<file path="config.mk">
export PLATFORM = sky130hd
export DESIGN_NAME = masked_route_lookup
export DESIGN_NICKNAME = d
export VERILOG_FILES = /design/src/rtl/mrl_pkg.sv /design/src/rtl/mrl_ram.sv /design/src/rtl/masked_route_lookup.sv
export SDC_FILE = /design/constraint.sdc
export NUM_CORES = 2
export LEC_CHECK = 0
export BUFFER_PORTS_ARGS = -buffer_cell sky130_fd_sc_hd__buf_2
export CELL_PAD_IN_SITES_DETAIL_PLACEMENT = 1
export CELL_PAD_IN_SITES_GLOBAL_PLACEMENT = 1
export CORE_MARGIN = 10
export CORE_UTILIZATION = 54
export DETAILED_ROUTE_END_ITERATION = 6
export GPL_ROUTABILITY_DRIVEN = 0
export MAX_ROUTING_LAYER = met4
export PLACE_DENSITY_LB_ADDON = 0.2
export SYNTH_ARGS = -nofsm -noshare
export SYNTH_HDL_FRONTEND = slang
export SYNTH_SLANG_ARGS = --single-unit
</file>
<file path="constraint.sdc">
create_clock -name clk -period 4.84 [get_ports clk]
set_clock_uncertainty 0.1 [all_clocks]
set_input_delay 0.726 -clock clk [delete_from_list [all_inputs] [get_ports clk]]
set_output_delay 0.726 -clock clk [all_outputs]
set_load 0.03 [all_outputs]
</file>
<file path="src/rtl/mrl_pkg.sv">
// shared types and constants for the masked route lookup block
// no dependencies; used by masked_route_lookup

package mrl_pkg;

  // request codes
  localparam logic REQ_WRITE  = 1'b0;
  localparam logic REQ_LOOKUP = 1'b1;

  // field widths
  localparam int CFG_W    = 6;
  localparam int INDEX_W  = 5;
  localparam int ADDR_W   = 16;
  localparam int METRIC_W = 8;
  localparam int IFACE_W  = 8;
  localparam int ENTRY_W  = 64;

  // width used to compare a write index against the table depth (depth up to 511)
  localparam int DEPTH_CMP_W = 9;

  // special values
  localparam logic [ADDR_W-1:0]  GATEWAY_LOCAL = 16'h0000;
  localparam logic [IFACE_W-1:0] MISS_IFACE    = 8'hFF;
  localparam logic [IFACE_W-1:0] WRITE_IFACE   = 8'h00;

  // packed route entry, lsb first: dest, mask, gateway, metric, iface
  typedef struct packed {
    logic [IFACE_W-1:0]  iface;
    logic [METRIC_W-1:0] metric;
    logic [ADDR_W-1:0]   gateway;
    logic [ADDR_W-1:0]   mask;
    logic [ADDR_W-1:0]   dest;
  } entry_t;

endpackage

</file>
<file path="src/rtl/mrl_ram.sv">
// generic simple dual port ram: one write port, one read port, registered read
// no dependencies

module mrl_ram #(
  parameter int WIDTH = 64,
  parameter int DEPTH = 32
) (
  input  logic                                   clk,
  input  logic                                   wr_en,
  input  logic [((DEPTH > 1) ? $clog2(DEPTH) : 1)-1:0] wr_addr,
  input  logic [WIDTH-1:0]                       wr_data,
  input  logic [((DEPTH > 1) ? $clog2(DEPTH) : 1)-1:0] rd_addr,
  output logic [WIDTH-1:0]                       rd_data
);

  logic [WIDTH-1:0] mem [DEPTH];

  // write port
  always_ff @(posedge clk) begin
    if (wr_en) begin
      mem[wr_addr] <= wr_data;
    end
  end

  // registered read port
  always_ff @(posedge clk) begin
    rd_data <= mem[rd_addr];
  end

endmodule

</file>
<file path="src/rtl/masked_route_lookup.sv">
// route table with masked-match lookup, table held in one synchronous ram
// depends on mrl_pkg and mrl_ram
//
// usage:
//   requests arrive on the input channel (in_valid / in_stall), one transfer
//   per request. req_type selects a table write or a destination lookup.
//   every request gives exactly one result transfer on the output channel
//   (out_valid / out_stall): writes report zeros, lookups report the chosen
//   interface, match flag and local-route flag (miss: interface 255).
//   the user must set entries_in_use through cfg_write_en / cfg_write_data
//   only while idle; the block itself does not enforce this.
//   a write goes from idle straight to emit; a lookup scans n entries
//   (n = min(entries_in_use, TABLE_DEPTH)), stopping early at a local route.
//   the scan reads one ram entry per cycle through the single read port,
//   which sets the lookup time; emit then waits for a free output register.
//   one request is in flight at a time, so reads never overlap a write.
// reset and stall:
//   rst (synchronous) returns to idle, drops out_valid and clears
//   entries_in_use; table contents are not cleared. a stalled result holds in
//   the output register while the next request is already taken and worked.

module masked_route_lookup #(
  parameter int TABLE_DEPTH = 32
) (
  input  logic                          clk,
  input  logic                          rst,
  // configuration
  input  logic                          cfg_write_en,
  input  logic [mrl_pkg::CFG_W-1:0]     cfg_write_data,
  // request channel
  input  logic                          in_valid,
  output logic                          in_stall,
  input  logic                          req_type,
  input  logic [mrl_pkg::INDEX_W-1:0]   entry_index,
  input  logic [mrl_pkg::ADDR_W-1:0]    entry_dest,
  input  logic [mrl_pkg::ADDR_W-1:0]    entry_mask,
  input  logic [mrl_pkg::ADDR_W-1:0]    entry_gateway,
  input  logic [mrl_pkg::METRIC_W-1:0]  entry_metric,
  input  logic [mrl_pkg::IFACE_W-1:0]   entry_iface,
  input  logic [mrl_pkg::ADDR_W-1:0]    lookup_addr,
  // result channel
  output logic                          out_valid,
  input  logic                          out_stall,
  output logic                          route_hit,
  output logic [mrl_pkg::IFACE_W-1:0]   out_iface,
  output logic                          local_route
);

  localparam int IDX_W = (TABLE_DEPTH > 1) ? $clog2(TABLE_DEPTH) : 1;
  localparam int CW    = $clog2(TABLE_DEPTH + 1);
  localparam int LW    = (CW > mrl_pkg::CFG_W) ? CW : mrl_pkg::CFG_W;
  localparam int WXW   = (IDX_W > mrl_pkg::INDEX_W) ? IDX_W : mrl_pkg::INDEX_W;

  localparam logic [1:0] S_IDLE = 2'd0;
  localparam logic [1:0] S_SCAN = 2'd1;
  localparam logic [1:0] S_EMIT = 2'd2;

  logic [1:0]                     state;
  logic [mrl_pkg::CFG_W-1:0]      entries_in_use;

  // lookup working registers
  logic [mrl_pkg::ADDR_W-1:0]     lk_addr;
  logic [CW-1:0]                  lim;
  logic [CW-1:0]                  cur;
  logic                           found;
  logic [mrl_pkg::METRIC_W-1:0]   best_metric;
  logic [mrl_pkg::IFACE_W-1:0]    best_iface;

  // pending result
  logic                           res_found;
  logic [mrl_pkg::IFACE_W-1:0]    res_iface;
  logic                           res_local;

  logic                           in_xfer;
  logic                           out_free;
  logic                           tbl_wr_en;
  logic [WXW-1:0]                 wr_idx_ext;
  logic [IDX_W-1:0]               rd_addr;
  logic [mrl_pkg::ENTRY_W-1:0]    rd_data;
  mrl_pkg::entry_t                wr_ent;
  mrl_pkg::entry_t                ent;

  logic [LW-1:0]                  cfg_ext;
  logic [LW-1:0]                  lim_full;
  logic [CW-1:0]                  lim_in;
  logic [CW-1:0]                  cur_next;
  logic                           scan_last;
  logic                           hit;
  logic                           hit_local;
  logic                           hit_better;

  // handshakes
  assign in_stall = (state != S_IDLE);
  assign in_xfer  = in_valid && !in_stall;
  assign out_free = !out_valid || !out_stall;

  // scan length, clamped to the table depth
  assign cfg_ext  = LW'(entries_in_use);
  assign lim_full = (cfg_ext > LW'(TABLE_DEPTH)) ? LW'(TABLE_DEPTH) : cfg_ext;
  assign lim_in   = lim_full[CW-1:0];

  // table write, indexes beyond the depth are dropped
  assign wr_idx_ext = WXW'(entry_index);
  assign tbl_wr_en  = in_xfer && (req_type == mrl_pkg::REQ_WRITE) &&
                      (mrl_pkg::DEPTH_CMP_W'(entry_index) <
                       mrl_pkg::DEPTH_CMP_W'(TABLE_DEPTH));
  assign wr_ent = '{iface:   entry_iface,
                    metric:  entry_metric,
                    gateway: entry_gateway,
                    mask:    entry_mask,
                    dest:    entry_dest};

  // scan step on the entry currently on the read port
  assign cur_next   = cur + CW'(1);
  assign scan_last  = (cur_next == lim);
  assign ent        = mrl_pkg::entry_t'(rd_data);
  assign hit        = ((lk_addr ^ ent.dest) & ent.mask) == '0;
  assign hit_local  = hit && (ent.gateway == mrl_pkg::GATEWAY_LOCAL);
  assign hit_better = hit && (!found || (ent.metric < best_metric));

  // read address: next entry while scanning, entry 0 otherwise
  assign rd_addr = (state == S_SCAN && !scan_last) ? cur_next[IDX_W-1:0] : '0;

  mrl_ram #(
    .WIDTH (mrl_pkg::ENTRY_W),
    .DEPTH (TABLE_DEPTH)
  ) u_table (
    .clk     (clk),
    .wr_en   (tbl_wr_en),
    .wr_addr (wr_idx_ext[IDX_W-1:0]),
    .wr_data (wr_ent),
    .rd_addr (rd_addr),
    .rd_data (rd_data)
  );

  // control state
  always_ff @(posedge clk) begin
    if (rst) begin
      state          <= S_IDLE;
      out_valid      <= 1'b0;
      entries_in_use <= '0;
    end else begin
      if (cfg_write_en) begin
        entries_in_use <= cfg_write_data;
      end
      case (state)
        S_IDLE: begin
          if (in_xfer) begin
            if (req_type == mrl_pkg::REQ_LOOKUP && lim_in != '0) begin
              state <= S_SCAN;
            end else begin
              state <= S_EMIT;
            end
          end
        end
        S_SCAN: begin
          if (hit_local || scan_last) begin
            state <= S_EMIT;
          end
        end
        S_EMIT: begin
          if (out_free) begin
            state <= S_IDLE;
          end
        end
        default: begin
          state <= S_IDLE;
        end
      endcase
      if (state == S_EMIT && out_free) begin
        out_valid <= 1'b1;
      end else if (!out_stall) begin
        out_valid <= 1'b0;
      end
    end
  end

  // working and result payload
  always_ff @(posedge clk) begin
    case (state)
      S_IDLE: begin
        if (in_xfer) begin
          lk_addr <= lookup_addr;
          lim     <= lim_in;
          cur     <= '0;
          found   <= 1'b0;
          if (req_type == mrl_pkg::REQ_WRITE) begin
            res_found <= 1'b0;
            res_iface <= mrl_pkg::WRITE_IFACE;
            res_local <= 1'b0;
          end else begin
            res_found <= 1'b0;
            res_iface <= mrl_pkg::MISS_IFACE;
            res_local <= 1'b0;
          end
        end
      end
      S_SCAN: begin
        cur <= cur_next;
        if (hit) begin
          found <= 1'b1;
        end
        if (hit_better) begin
          best_metric <= ent.metric;
          best_iface  <= ent.iface;
        end
        // a local route ends the scan at once
        if (hit_local) begin
          res_found <= 1'b1;
          res_iface <= ent.iface;
          res_local <= 1'b1;
        end else if (scan_last) begin
          res_found <= found || hit;
          res_local <= 1'b0;
          if (hit_better) begin
            res_iface <= ent.iface;
          end else if (found) begin
            res_iface <= best_iface;
          end else begin
            res_iface <= mrl_pkg::MISS_IFACE;
          end
        end
      end
      default: begin
      end
    endcase
    if (state == S_EMIT && out_free) begin
      route_hit   <= res_found;
      out_iface   <= res_iface;
      local_route <= res_local;
    end
  end

  // scan pointer stays inside the requested range
  a_scan_range: assert property (@(posedge clk) disable iff (rst)
    (state == S_SCAN) |-> (cur < lim))
    else $error("scan pointer beyond scan length");

  // one request at a time: a transfer is followed by a busy cycle
  a_one_in_flight: assert property (@(posedge clk) disable iff (rst)
    in_xfer |=> in_stall)
    else $error("request taken while previous one in flight");

  // a free output register takes the pending result and the block goes idle
  a_emit: assert property (@(posedge clk) disable iff (rst)
    (state == S_EMIT && out_free) |=> (out_valid && state == S_IDLE))
    else $error("pending result not delivered");

  // a local route is always a match
  a_local_match: assert property (@(posedge clk) disable iff (rst)
    out_valid |-> !(local_route && !route_hit))
    else $error("local route flagged without a match");

endmodule

</file>
* After elaboration in Yosys (flattened, before gate mapping)
Memory sizes are Yosys's and may differ from the RTL's. A register that Yosys moved wholly into a read port is not among the register bits.
Index checks and enable logic that the tools add are counted.
** Storage, ports and cells
- Register bits after elaboration :: 74
- Bits of input ports :: 97
- Output and inout bits :: 12
- Memories kept :: 1
- Memory bits (writable) :: 2048
** Memory list
- u_table.mem :: depth 32, width 64, rd ports 1, clocked after memory_dff 1, wr ports 1, RTL line mrl_ram.sv:16 : logic [WIDTH-1:0] mem [DEPTH];
** Operators by class
- Equal/unequal tests :: 9
- Magnitude comparators :: 2
- Bitwise operators :: 3
- $add $sub $neg :: 1
- Mux-type cells :: 29
- Reduce and logical (&&, ||, !) cells :: 28
** Operator list (number)
- $mux W8 :: 6
- $logic_not A16 Y1 :: 2
- $and A16 B16 Y16 :: 1
- $pmux W8 S2 :: 1
- $xor A16 B16 Y16 :: 1
- $mux W6 :: 2
- $pmux W6 S2 :: 1
- $mux W1 :: 10
- $reduce_and A3 Y1 :: 3
- $lt A8 B8 Y1 :: 1
- $mux W2 :: 4
- $logic_and A1 B1 Y1 :: 7
- $add A6 B1 Y6 const B :: 1
- $eq A6 B6 Y1 :: 1
- $gt A6 B6 Y1 const B :: 1
- $ne A2 B2 Y1 const B :: 3
- $pmux W1 S2 :: 3
- $pmux W2 S3 :: 1
- $reduce_and A2 Y1 :: 3
- $reduce_bool A6 Y1 :: 1
- $logic_not A1 Y1 :: 5
- $mux W5 :: 1
- $logic_or A1 B1 Y1 :: 4
- $ne A2 B1 Y1 const B :: 2
- other kinds (6) :: 7

* Depth between registers and ports, before layout
- Word-level depth :: 8
- Mapped depth :: 14
- Gate-level depth less buffers :: 11

* Cells and area by module
A second synthesis with hierarchy kept.
** Unflattened totals
- Cell total of the unflattened synthesis :: 3330
- Area total of the unflattened synthesis :: 82261.4 um2
** Modules (own cells, without submodules)
- mrl_ram :: cells an instance 3096, times used 1, area each 78980.7 um2
- masked_route_lookup :: cells an instance 234, times used 1, area each 3280.6 um2

* Worst setup path after synthesis
OpenSTA, ideal clock, no wires.
- Path kind :: input to register
- Start :: in in_valid
- End :: mem u_table.mem[12][0] (enable)
- Library setup time :: 0.486 ns
- Data required time :: 4.254 ns
- Path slack :: 0.293 ns
- Arrival time :: 3.960 ns
- Stages on the path :: 5
- Path through :: nand2_1 -> nor3_1 -> nand2b_1 -> clkbuf_1 -> nor2_1
** On the way
- Cells in the longest elaborated chain, start to end :: 4
** RTL lines
- start, declared :: RTL line masked_route_lookup.sv:31 : input logic in_valid,
- $logic_and A1 B1 Y1 :: RTL line masked_route_lookup.sv:94 : assign in_xfer = in_valid && !in_stall;
- $logic_and A1 B1 Y1 :: RTL line masked_route_lookup.sv:104 : assign tbl_wr_en = in_xfer && (req_type == mrl_pkg::REQ_WRITE) &&
- $mux W1 :: RTL line mrl_ram.sv:20 : if (wr_en) begin
- $mux W1 (not written as such) :: RTL line mrl_ram.sv:21 : mem[wr_addr] <= wr_data;
- end, declared :: RTL line mrl_ram.sv:16
Every way passes these cells.

* Final worst setup path
- Start :: reg cur[0]
- End :: reg u_table.rd_data[35] (read register of u_table.mem)
** On the way
- Cells in the longest elaborated chain, start to end :: 5
** RTL lines
- start, declared :: RTL line masked_route_lookup.sv:64 : logic [CW-1:0] cur;
- start signal, assigned :: RTL line masked_route_lookup.sv:199 : cur <= cur_next;
- $add A6 B1 Y6 (*) :: RTL line masked_route_lookup.sv:114 : assign cur_next = cur + CW'(1);
- net cur_next[1] :: RTL line masked_route_lookup.sv:86 : logic [CW-1:0] cur_next;
- $eq A6 B6 Y1 :: RTL line masked_route_lookup.sv:115 : assign scan_last = (cur_next == lim);
- $logic_not A1 Y1 :: RTL line masked_route_lookup.sv:122 : assign rd_addr = (state == S_SCAN && !scan_last) ? cur_next[IDX_W-1:0] : '0;
- $logic_and A1 B1 Y1 :: RTL line masked_route_lookup.sv:122
- $mux W5 (*) :: RTL line masked_route_lookup.sv:122
- end, declared :: RTL line mrl_ram.sv:13 : output logic [WIDTH-1:0] rd_data
Mark *: on every way through the listed nets, which the timed path passes. The rest lies on a longest branch.
A chain may end at the register's enable or synchronous reset.

==> impl_metrics.env <==
export IMPL_finalMaxSlewViolations=0
export IMPL_grt_usage_pct=30.8
export IMPL_critical_path_peak_fanout=106
export IMPL_leakagePower_nw=28.9
export IMPL_setup_viol=0
export IMPL_cts_made_buffers=214
export IMPL_place_area_mm2=0.0863
export IMPL_rows=143
export IMPL_wl_per_cell_um=35.2
export IMPL_synth_area_leaders="edfxtp_1, mux4_2, mux2i_1"
export IMPL_synth_xor_xnor_area_share_pct=0.304
export IMPL_fp_dieArea_mm2=0.169
export IMPL_ant_nets=0
export IMPL_io_pins=109
export IMPL_cts_sinks=2186
export IMPL_synth_nets=4992
export IMPL_power_density_mw_per_mm2=425
export IMPL_worst_slew_pin_slew_ns=1.28
export IMPL_fin_hold_ws_ns=0.0397
export IMPL_place_inst=6860
export IMPL_cts_setup_buffers=0
export IMPL_setup_tns_ns=0
export IMPL_cts_tree="yes"
export IMPL_synthAdderAreaFrac_pct=0.121
export IMPL_grt_max_degree=107
export IMPL_cts_buffer_depth=3
export IMPL_chipHeight_um=411
export IMPL_syn2layout_area_growth_pct=12.9
export IMPL_drtIter0Drc=6578
export IMPL_path_clk_slew_ns=0.06
export IMPL_grt_busiest_layer="met2"
export IMPL_cts_root_buf="clkbuf_16"
export IMPL_drv_cap=0
export IMPL_max_slew_margin_rel_pct=14.6
export IMPL_cp_arrival_ns=4.76
export IMPL_async_flop_share_pct=0
export IMPL_grt_met3_usage_pct=4.72
export IMPL_ys_warn_count=0
export IMPL_met2_usage_pct=49.4
export IMPL_wl_mm=256
export IMPL_floorplan_initialDensity_pct=54.4
export IMPL_syn_area_mm2=0.0826
export IMPL_ctsResizeCount=0
export IMPL_yosys_area_share_simple_pct=5.51
export IMPL_synth_seq_cells=2186
export IMPL_grt_overflow=0
export IMPL_synth_cells=4887
export IMPL_muxShareOfSynthArea_pct=6.61
export IMPL_fin_cells=7285
export IMPL_nets=5172
export IMPL_synthDistinctLibCells=62
export IMPL_num_vias=49100
export IMPL_period_needed_ns=4.16
export IMPL_critPathLaunchType="flip-flop"
export IMPL_antenna_found_initial=7
export IMPL_ys_seq_area_share_pct=78.6
export IMPL_finalCritPeriodShare_pct=86.0
export IMPL_critPathCaptureType="flip-flop"
export IMPL_fin_ws_ns=0.679
export IMPL_yosysTopAreaCell="edfxtp_1"
export IMPL_ys_flop_type="edfxtp_1"
export IMPL_finalInstanceArea_mm2=0.0932
export IMPL_synth_top_family_by_area="compound AO/OA/AOI/OAI gates"
export IMPL_drc=0
export IMPL_grt_pass1_vias=50800
export IMPL_final_layout_size_suffix_gt1_share_pct=13.9
export IMPL_port_buffers=108
export IMPL_vias_per_cell=6.74
export IMPL_synth_top_cell_area_share_pct=76.8
export IMPL_cts_max_level=4
export IMPL_grt_use_met1_pct=40.6
export IMPL_hold_path_class="in2reg"
export IMPL_finalHoldViolations=0
export IMPL_grt_first_pass_wirelength_mm=367
export IMPL_coreArea_mm2=0.152
export IMPL_synth_most_common_cell="edfxtp_1"
export IMPL_status="finished clean"
export IMPL_ir_drop_mv=0.351
export IMPL_rsz0062_at_grt="false"
export IMPL_final_util_pct=61.4
export IMPL_max_freq_ghz=0.240
export IMPL_dp_slack_ns=0.880
export IMPL_first_pass_iters=6
export IMPL_criticalPathCategory="reg2reg"
export IMPL_dp_hpwl_mm=141
export IMPL_die_w_um=411
export IMPL_yosys_top_cells_count="edfxtp_1, nand2_1, a21oi_1"
export IMPL_cts_hold_fix_buffers=21
export IMPL_syn_avg_cell_area_um2=16.9
export IMPL_worst_skew_pair_late_latency_ns=0.86
export IMPL_synth_edf_count=2113
export IMPL_critPathRequiredTime_ns=5.44
export IMPL_finalPower_mw=39.6
export IMPL_synth_compound_area_share_pct=7.16
## layer usage
metal  wire length (um)  part of all wire (%)
met1              98400                    38
met2             126000                    49
met3              22900                   8.9
met4               9230                   3.6
met5                  0                     0
## placed cells by master (no fill, tap or decap), types with 5 or more instances in the layout
cell              n
nand3_1         259
o21ai_0          67
edfxtp_1       2113
a211oi_1         64
clkinv_1         54
o221ai_1        192
o221a_2           8
nand4_1           5
mux2i_1         260
inv_1            12
bufinv_16         7
nand2b_1          8
clkbuf_1         61
clkinv_2         38
dlygate4sd3_1    21
clkbuf_16       219
a21oi_1         263
buf_4            85
nor2_4           36
dfxtp_1          73
o2bb2ai_1        63
xnor2_1           7
a31oi_1          65
nor2_1           86
buf_12           48
ha_1              8
o22ai_1         127
xor2_1           19
buf_2           108
clkbuf_8          8
mux4_2          127
nand2_1         658
nor2b_1           5
a22oi_1           8
## area by class of cell
class,count,area (um2)
flip-flops and latches,2186,64900
fillers,13200,58700
multi-input cells,2387,16700
clock buffers,288,5820
well taps,2030,2540
repair buffers,262,2350
clock inverters,114,838
inverters,16,82.6
diodes,2,5.00
## report_power, final
group          switching [mW]  total [mW]  internal (mW)  leakage (nW)
clock                    7.17        16.0           8.81          3.26
combinational            1.78        2.47          0.696          5.98
sequential              0.187        21.2           21.0          19.6
total                    9.13        39.6           30.5          28.9
## worst paths after layout
check                                       start             endpoint  slack, ns  cells past startpoint
worst max register to register             cur[0]  u_table.rd_data[35]       0.68                     10
worst min-delay path            cfg_write_data[4]           cfg_ext[4]       0.04                      3
worst max-delay path                       cur[0]  u_table.rd_data[35]       0.68                     10
worst min register to register       res_iface[5]         out_iface[5]       0.32                      0
## critical path, stage by stage (launching register included)
cell	delay, ns
edfxtp_1	0.53
ha_1	0.50
xor2_1	0.17
nor2_1	0.08
and4_1	0.33
a21oi_4	0.35
buf_12	0.55
mux2i_1	0.34
o22ai_1	0.15
a211oi_1	0.46
a21oi_1	0.13
## flip-flops by register name (all words and copies together) (netlist names)
name / flops
lim: 6
route_hit: 1
u_table.rd_data: 64
found: 1
best_metric: 8
cur: 6
res_found: 1
res_iface: 8
lk_addr: 16
state: 2
out_valid: 1
u_table.mem: 2048
local_route: 1
res_local: 1
out_iface: 8
cfg_ext: 6
best_iface: 8
## cells by family (layout without fill, tap and decap cells)
group           after synthesis  in the layout
buf+inv                     314            680
compound gates              876            876
xor+xnor                     27             27
flops                      2186           2186
fa+ha+maj                     8              8
mux                         387            387
other cells                   0              2
simple gates               1089           1089
Power figures use the tool's default switching activity.
